[src/rtl/core/mfi_pkg.sv]
// Shared types, constants and the tanh table for the MLP forward inference unit.
package mfi_pkg;

  // Network geometry
  localparam int MAX_WIDTH  = 16;
  localparam int MAX_LAYERS = 4;
  localparam int FRAC_BITS  = 12;
  localparam int IDX_W      = $clog2(MAX_WIDTH);
  localparam int LAYER_W    = $clog2(MAX_LAYERS);
  localparam int CNT_W      = IDX_W + 1;
  localparam int WADDR_W    = LAYER_W + 2 * IDX_W;
  localparam int WDEPTH     = MAX_LAYERS * MAX_WIDTH * MAX_WIDTH;
  localparam int DATA_W     = 16;
  localparam int PROD_W     = 2 * DATA_W;
  localparam int ACC_W      = 40;

  // Configuration register indexes
  localparam int CFG_IDX_W  = 2;
  localparam int CFG_DATA_W = 5;
  localparam logic [CFG_IDX_W-1:0] REG_HIDDEN_LAYERS = 2'd0;
  localparam logic [CFG_IDX_W-1:0] REG_NEURONS       = 2'd1;
  localparam logic [CFG_IDX_W-1:0] REG_INPUT_COUNT   = 2'd2;
  localparam logic [CFG_IDX_W-1:0] REG_OUTPUT_COUNT  = 2'd3;

  // Item kinds
  localparam logic KIND_WEIGHT = 1'b0;
  localparam logic KIND_SAMPLE = 1'b1;

  // Input item
  typedef struct packed {
    logic                    kind;
    logic [1:0]              layer_sel;
    logic [3:0]              neuron_sel;
    logic [3:0]              position;
    logic signed [15:0]      value;
    logic                    last;
  } mfi_in_t;

  // Result item
  typedef struct packed {
    logic [3:0]              out_index;
    logic signed [15:0]      out_value;
    logic                    out_last;
  } mfi_out_t;

  // Per-term control traveling with one multiply-accumulate
  typedef struct packed {
    logic valid;
    logic first;
  } mac_ctl_t;

  // Tanh table: round(4096 * tanh(k/64)) for k = 0..512, 13 bits each
  localparam int TANH_DEPTH = 513;
  localparam int TANH_BITS  = 13;
  typedef logic [TANH_DEPTH*TANH_BITS-1:0] tanh_rom_t;

  localparam logic [63:0] Q62_ONE = 64'h4000_0000_0000_0000;

  // Q2.62 product, used only while building the table
  function automatic logic [63:0] mul_q62(input logic [63:0] a, input logic [63:0] b);
    logic [127:0] p;
    p = {64'd0, a} * {64'd0, b};
    return p[125:62];
  endfunction

  // Shift-subtract long division, used only while building the table
  function automatic logic [63:0] long_div(input logic [63:0] n, input logic [63:0] d);
    logic [63:0] rem;
    logic [63:0] q;
    rem = '0;
    q   = '0;
    for (int b = 63; b >= 0; b--) begin
      rem = {rem[62:0], n[b]};
      if (rem >= d) begin
        rem  = rem - d;
        q[b] = 1'b1;
      end
    end
    return q;
  endfunction

  // Quotient known to fit in 14 bits
  function automatic logic [13:0] short_div(input logic [63:0] n, input logic [63:0] d);
    logic [63:0] rem;
    logic [13:0] q;
    rem = n;
    q   = '0;
    for (int b = 13; b >= 0; b--) begin
      if (rem >= (d << b)) begin
        rem  = rem - (d << b);
        q[b] = 1'b1;
      end
    end
    return q;
  endfunction

  // exp(-1/32) by series, then tanh = (1 - t) / (1 + t) with t = exp(-2x)
  function automatic tanh_rom_t tanh_build();
    tanh_rom_t   rom;
    logic [63:0] term;
    logic [63:0] c;
    logic [63:0] t;
    logic [63:0] num;
    logic [63:0] den;
    logic [13:0] q;
    rom  = '0;
    term = Q62_ONE;
    c    = Q62_ONE;
    t    = Q62_ONE;
    for (int n = 1; n <= 20; n++) begin
      term = long_div(term, 64'(32 * n));
      if ((n % 2) == 1) c = c - term;
      else              c = c + term;
    end
    for (int k = 0; k < TANH_DEPTH; k++) begin
      num = (Q62_ONE - t) >> 14;
      den = (Q62_ONE + t) >> 14;
      q   = short_div((num << 13) + den, den << 1);
      rom[k*TANH_BITS +: TANH_BITS] = q[TANH_BITS-1:0];
      t   = mul_q62(t, c);
    end
    return rom;
  endfunction

  localparam tanh_rom_t TANH_ROM = tanh_build();

  // Odd-symmetric table tanh on a Q4.12 value
  function automatic logic signed [15:0] tanh_q(input logic signed [15:0] v);
    logic [9:0]            idx;
    logic [9:0]            mag;
    logic [TANH_BITS-1:0]  e;
    idx = v[15:6];
    mag = idx[9] ? (~idx + 10'd1) : idx;
    e   = TANH_ROM[int'(mag)*TANH_BITS +: TANH_BITS];
    return idx[9] ? -{3'd0, e} : {3'd0, e};
  endfunction

endpackage

[src/rtl/core/mfi_mac.sv]
// Shared multiply-accumulate unit with floor shift and 16-bit saturation.
module mfi_mac (
  input  logic                              clk,
  input  logic                              rst,
  input  mfi_pkg::mac_ctl_t                 ctl,
  input  logic signed [mfi_pkg::DATA_W-1:0] a,
  input  logic signed [mfi_pkg::DATA_W-1:0] b,
  output logic signed [mfi_pkg::DATA_W-1:0] sum_sat
);
  import mfi_pkg::*;

  localparam int SH_W = ACC_W - FRAC_BITS;

  mac_ctl_t                 prod_ctl;
  logic signed [PROD_W-1:0] prod;
  logic signed [ACC_W-1:0]  acc;
  logic signed [ACC_W-1:0]  prod_ext;
  logic signed [SH_W-1:0]   shifted;
  logic                     ovf;

  // Product stage
  always_ff @(posedge clk) begin
    if (rst) begin
      prod_ctl <= '0;
    end else begin
      prod_ctl <= ctl;
    end
  end

  always_ff @(posedge clk) begin
    prod <= a * b;
  end

  assign prod_ext = {{(ACC_W-PROD_W){prod[PROD_W-1]}}, prod};

  // Accumulate stage; the first term of a neuron restarts the sum
  always_ff @(posedge clk) begin
    if (rst) begin
      acc <= '0;
    end else if (prod_ctl.valid) begin
      acc <= prod_ctl.first ? prod_ext : acc + prod_ext;
    end
  end

  // Arithmetic shift (floor) and clamp to the 16-bit range
  assign shifted = acc[ACC_W-1:FRAC_BITS];
  assign ovf     = (shifted[SH_W-1:DATA_W-1] != {(SH_W-DATA_W+1){shifted[SH_W-1]}});

  always_comb begin
    if (ovf) begin
      sum_sat = shifted[SH_W-1] ? {1'b1, {(DATA_W-1){1'b0}}} : {1'b0, {(DATA_W-1){1'b1}}};
    end else begin
      sum_sat = shifted[DATA_W-1:0];
    end
  end

endmodule

[config.mk]
export PLATFORM = sky130hd
export DESIGN_NAME = mfi_mac
export DESIGN_NICKNAME = d
export VERILOG_FILES = /design/src/rtl/core/mfi_pkg.sv /design/src/rtl/core/mfi_mac.sv
export SDC_FILE = /design/constraint.sdc
export NUM_CORES = 1
export LEC_CHECK = 0
export ABC_AREA = 1
export BUFFER_PORTS_ARGS = -buffer_cell sky130_fd_sc_hd__clkbuf_2
export CELL_PAD_IN_SITES_DETAIL_PLACEMENT = 1
export CELL_PAD_IN_SITES_GLOBAL_PLACEMENT = 1
export CORE_MARGIN = 10
export CORE_UTILIZATION = 45
export CTS_CLUSTER_DIAMETER = 150
export DETAILED_ROUTE_END_ITERATION = 10
export PLACE_DENSITY_LB_ADDON = 0.1
export SLEW_MARGIN = 10
export SYNTH_ARGS = -nofsm -noshare
export SYNTH_HDL_FRONTEND = slang
export SYNTH_SLANG_ARGS = --single-unit
[constraint.sdc]
create_clock -name clk -period 7.46 [get_ports clk]
set_input_delay 0.746 -clock clk [delete_from_list [all_inputs] [get_ports clk]]
set_output_delay 0.746 -clock clk [all_outputs]
set_load 0.1 [all_outputs]
==> run summary <==
The synthesized area per cell is 7.16 µm², and the xor/xnor share of the synthesized area is 0.0249. Traced cell by cell, the critical path runs through clkbuf_2 -> nand2_1 -> inv_1 -> fa_1 -> fa_1 -> fa_1 -> fa_1 -> fa_1 -> inv_1 -> fa_1 -> inv_1 -> ha_1 -> nand2_1 -> nor2_1 -> inv_1 -> nor3_1 -> nand3_1 -> nand4_1 -> nand2_1. The final period utilization works out to 0.838. The path type of the worst min-delay path was flip-flop to flip-flop. Among all flip-flop cells after synthesis, the most frequent one is dfxtp_1.

The tools report the total detailed-routing wirelength as 49000 µm. CTS built an H-tree with a depth of 3. In this design, the stage delay of the slowest critical-path cell is 0.84 ns. The synthesized design contains 74 register bits.

Share of the synthesized area in the top cell type: 0.325. The run finished with clean final reports. The maximum number of pins on one net before global-route repair was 61; the CTS sink count was 74.

The violation count after the first detailed-routing iteration was 561. Along the worst path, the maximum fanout reaches 16. The synthesized-area fraction occupied by adder cells works out to 0.419.

TritonCTS built the clock tree. The logs give 35500 µm² for the placeable core region and 5 for the number of iterations in the first detailed-routing pass. Final design utilization: 0.479. The synthesized design spends more area on one cell type than any other, namely fa_1. Global-route usage over all layers: 0.230. The post-synthesis cell type count is 49, and the worst-case clock skew is 0.00812 ns. After synthesis, the cell types taking the most area are fa_1, nand2_1, inv_1.

The tools report the antenna diode count as 0. The count of nets after finishing was 2666; the final number of setup-violating endpoints was 0. The total count of hold-check failures in the final report was 0. The slowest stage of the critical path belongs to the cell fa_1.

Relative to the synthesized area, the layout overhead comes to 5.05%. In this run the count of I/O pins placed on the die edge is 52. The detail route stage leaves a number of antenna-violating nets equal to 0. The fraction of synthesis flops using an asynchronous set or reset pin was 0; the sequential area share after synthesis was 0.0916.

Data on the critical path arrives at its endpoint at 6.50 ns. The clock transition time at the flip-flop clock pins of the worst setup and hold paths is 0.06 ns, and the required time at the endpoint of the critical path is 7.70 ns. Clock tree synthesis selected as its root buffer the cell clkbuf_16. The tools report the number of buffers created by CTS as 9. The x dimension of the die came out at 210 µm. The run gives 15500 as the number of global-route vias before repair.

Setup repair after global routing left no endpoint under its margin. Derived from the worst setup path, the maximum achievable clock frequency is 160 MHz. The tools report the maximum count of clock buffers along a single path as 2. Synthesis produced a netlist with a net count of 2681. For the total global routing overflow, the log shows 0. The number of vias per cell after detailed routing was 5.08.

The critical path is of the primary input to flip-flop type. The per-cell routed wire length was 18.1 µm; the die extent in y was 210 µm. Detailed routing inserted a total of 13800 vias.

In this design, the critical path's most frequently occurring cell is fa_1. The cell area that synthesis handed to floorplanning was 16200 µm². The number of DRC violations after detailed routing is 0, and the cell count after synthesis is 2261. The complex-gate fraction of the synthesized area was 0.0761; the initial cell density of the core was 0.456. The clock period could shrink to 6.25 ns. In this run the tool buffered the top-level ports with 51 buffer cells.

The share of synthesized cell area in and, or, nand and nor gates works out to 0.237. Quantity of gates resized following cts: 0. The tools report the relative slew slack as 0.399. The fraction of final layout cells sized beyond drive strength 1 works out to 0.0751.

Yosys mapped a number of flops with a built-in enable equal to 0. The logs give 0.36 ns for the source-to-sink clock delay at the later pin of the worst-skew pair and 0 for the number of antenna violations at the first check in global routing. The congestion estimate from routability-driven global placement came to 0.930. Max-cap violations in this run came to 0. The total setup buffers inserted after CTS was 0. The wire-length estimate of the detail-placed layout is 42000 µm.

STA classifies the critical path startpoint as a primary input. The floorplan step defined a die boundary enclosing 43900 µm². Broken down by cell family, the worst path's largest delay share belongs to adder cells.

The total negative slack for setup checks came out at 0 ns. STA classifies the critical path endpoint as a flip-flop. Counting the fill cells in the layout gives 4619.

Number of cell rows: 69. The critical path contains buffers and inverters numbering 5 combined. The transition at the pin with the smallest max-transition slack is 0.902 ns. By area, the combinational part of the netlist is dominated by adder cells.

The logs give 81800 µm for the wire length of the first global-routing pass and 0 for the max-slew violation count. The fraction of synthesized area in multiplexers works out to 0. For the number of buffers inserted by hold repair at cts, the log shows 0. Yosys printed 0 warnings.
-- cell usage in the layout, fill, tap and decap left out, drive strengths merged --
cell type	n
or2	5
clkinv	7
a31oi	2
o21bai	12
bufinv	1
clkinvlp	1
a31o	1
nand3	94
nand2	621
and3	1
a211oi	1
o211ai	9
fa	263
o32ai	1
nor4	3
nand4	14
dfxtp	74
nor3	8
inv	556
nand3b	3
a21oi	114
o21a	4
buf	5
nor2	159
o221a	1
xnor2	16
xor2	30
ha	121
a21boi	2
and2	1
a21o	4
o21ai	54
clkbuf	63
-- worst paths after layout --
path	startpoint	endpoint	slack, ns	depth (start not counted)
worst min register to register	acc[10]	acc[10]	0.47	2
worst min-delay path	acc[10]	acc[10]	0.47	2
worst max register to register	prod[0]	acc[18]	4.73	15
worst max-delay path	b[1]	prod[28]	1.21	19
-- synthesized netlist by cell type (all sizes together), types with 5 or more instances --
library cell  number
nand2            621
inv              556
fa               263
nor2             159
ha               121
a21oi            114
nand3             94
dfxtp             74
clkbuf            73
o21ai             54
xor2              30
xnor2             16
nand4             14
o21bai            12
o211ai             9
nor3               8
buf                7
clkinv             5
or2                5
-- cell type report --
cell class,instances,area (µm²),area share
Multi-Input combinational cell,1544,12200,0.720
Inverter,561,2110,0.124
Sequential cell,74,1480,0.0872
Tap cell,461,577,0.0339
Timing Repair Buffer,56,293,0.0172
Clock buffer,12,246,0.0145
Clock inverter,4,51.3,0.00302
-- flip-flops by register name (all words and copies together) (netlist names) --
signal,cells
prod_ctl,2
prod,32
acc,40
-- per-stage QoR --
| stage | instance area (µm²) | hold WS [ns] | instances | setup WS, ns |
|---|---|---|---|---|
| finish | 17000 | 0.472 | 2712 | 1.21 |
| global route | 17000 | 0.497 | 2712 | 0.898 |
| CTS | 17000 | 0.474 | 2712 | 1.20 |
| detailed placement | 16700 | 0.465 | 2696 | 0.817 |
| global placement | 16700 | 0.457 | 2696 | 0.906 |
| floorplan | 16200 | 0.449 | 2261 | 1.62 |
-- layer usage --
| layer | GRT usage | part of all wire | vias to the layer above |
|---|---|---|---|
| met5 | 0 | 0 | - |
| met4 | 0.0690 | 0.023 | 0 |
| met3 | 0.0134 | 0.023 | 56 |
| met1 | 0.283 | 0.44 | 6885 |
| li1 | - | - | 6636 |
| met2 | 0.423 | 0.52 | 194 |
-- worst reg2reg max path, cell delays in order (launching register included) --
cell and delay [ns]:
dfxtp_1 0.34, ha_1 0.28, inv_1 0.09, fa_1 0.40, inv_1 0.20, nand2_2 0.09, o21ai_2 0.31, nand2_1 0.11
nand2_2 0.16, nand2_2 0.09, nand2_4 0.13, nand2_2 0.07, nand3_1 0.07, nand3_1 0.09, nand2_1 0.12, a21oi_2 0.05
-- cell families (layout without fill, tap and decap cells) --
group / count (synthesis) / after routing
compound gates: 205 / 205
fa+ha+maj: 384 / 384
flops: 74 / 74
buf+inv: 643 / 633
simple gates: 909 / 909
xor+xnor: 46 / 46
Power is not shown: default switching activity piles up to over one toggle a cycle in this logic, so the estimate is an artifact.
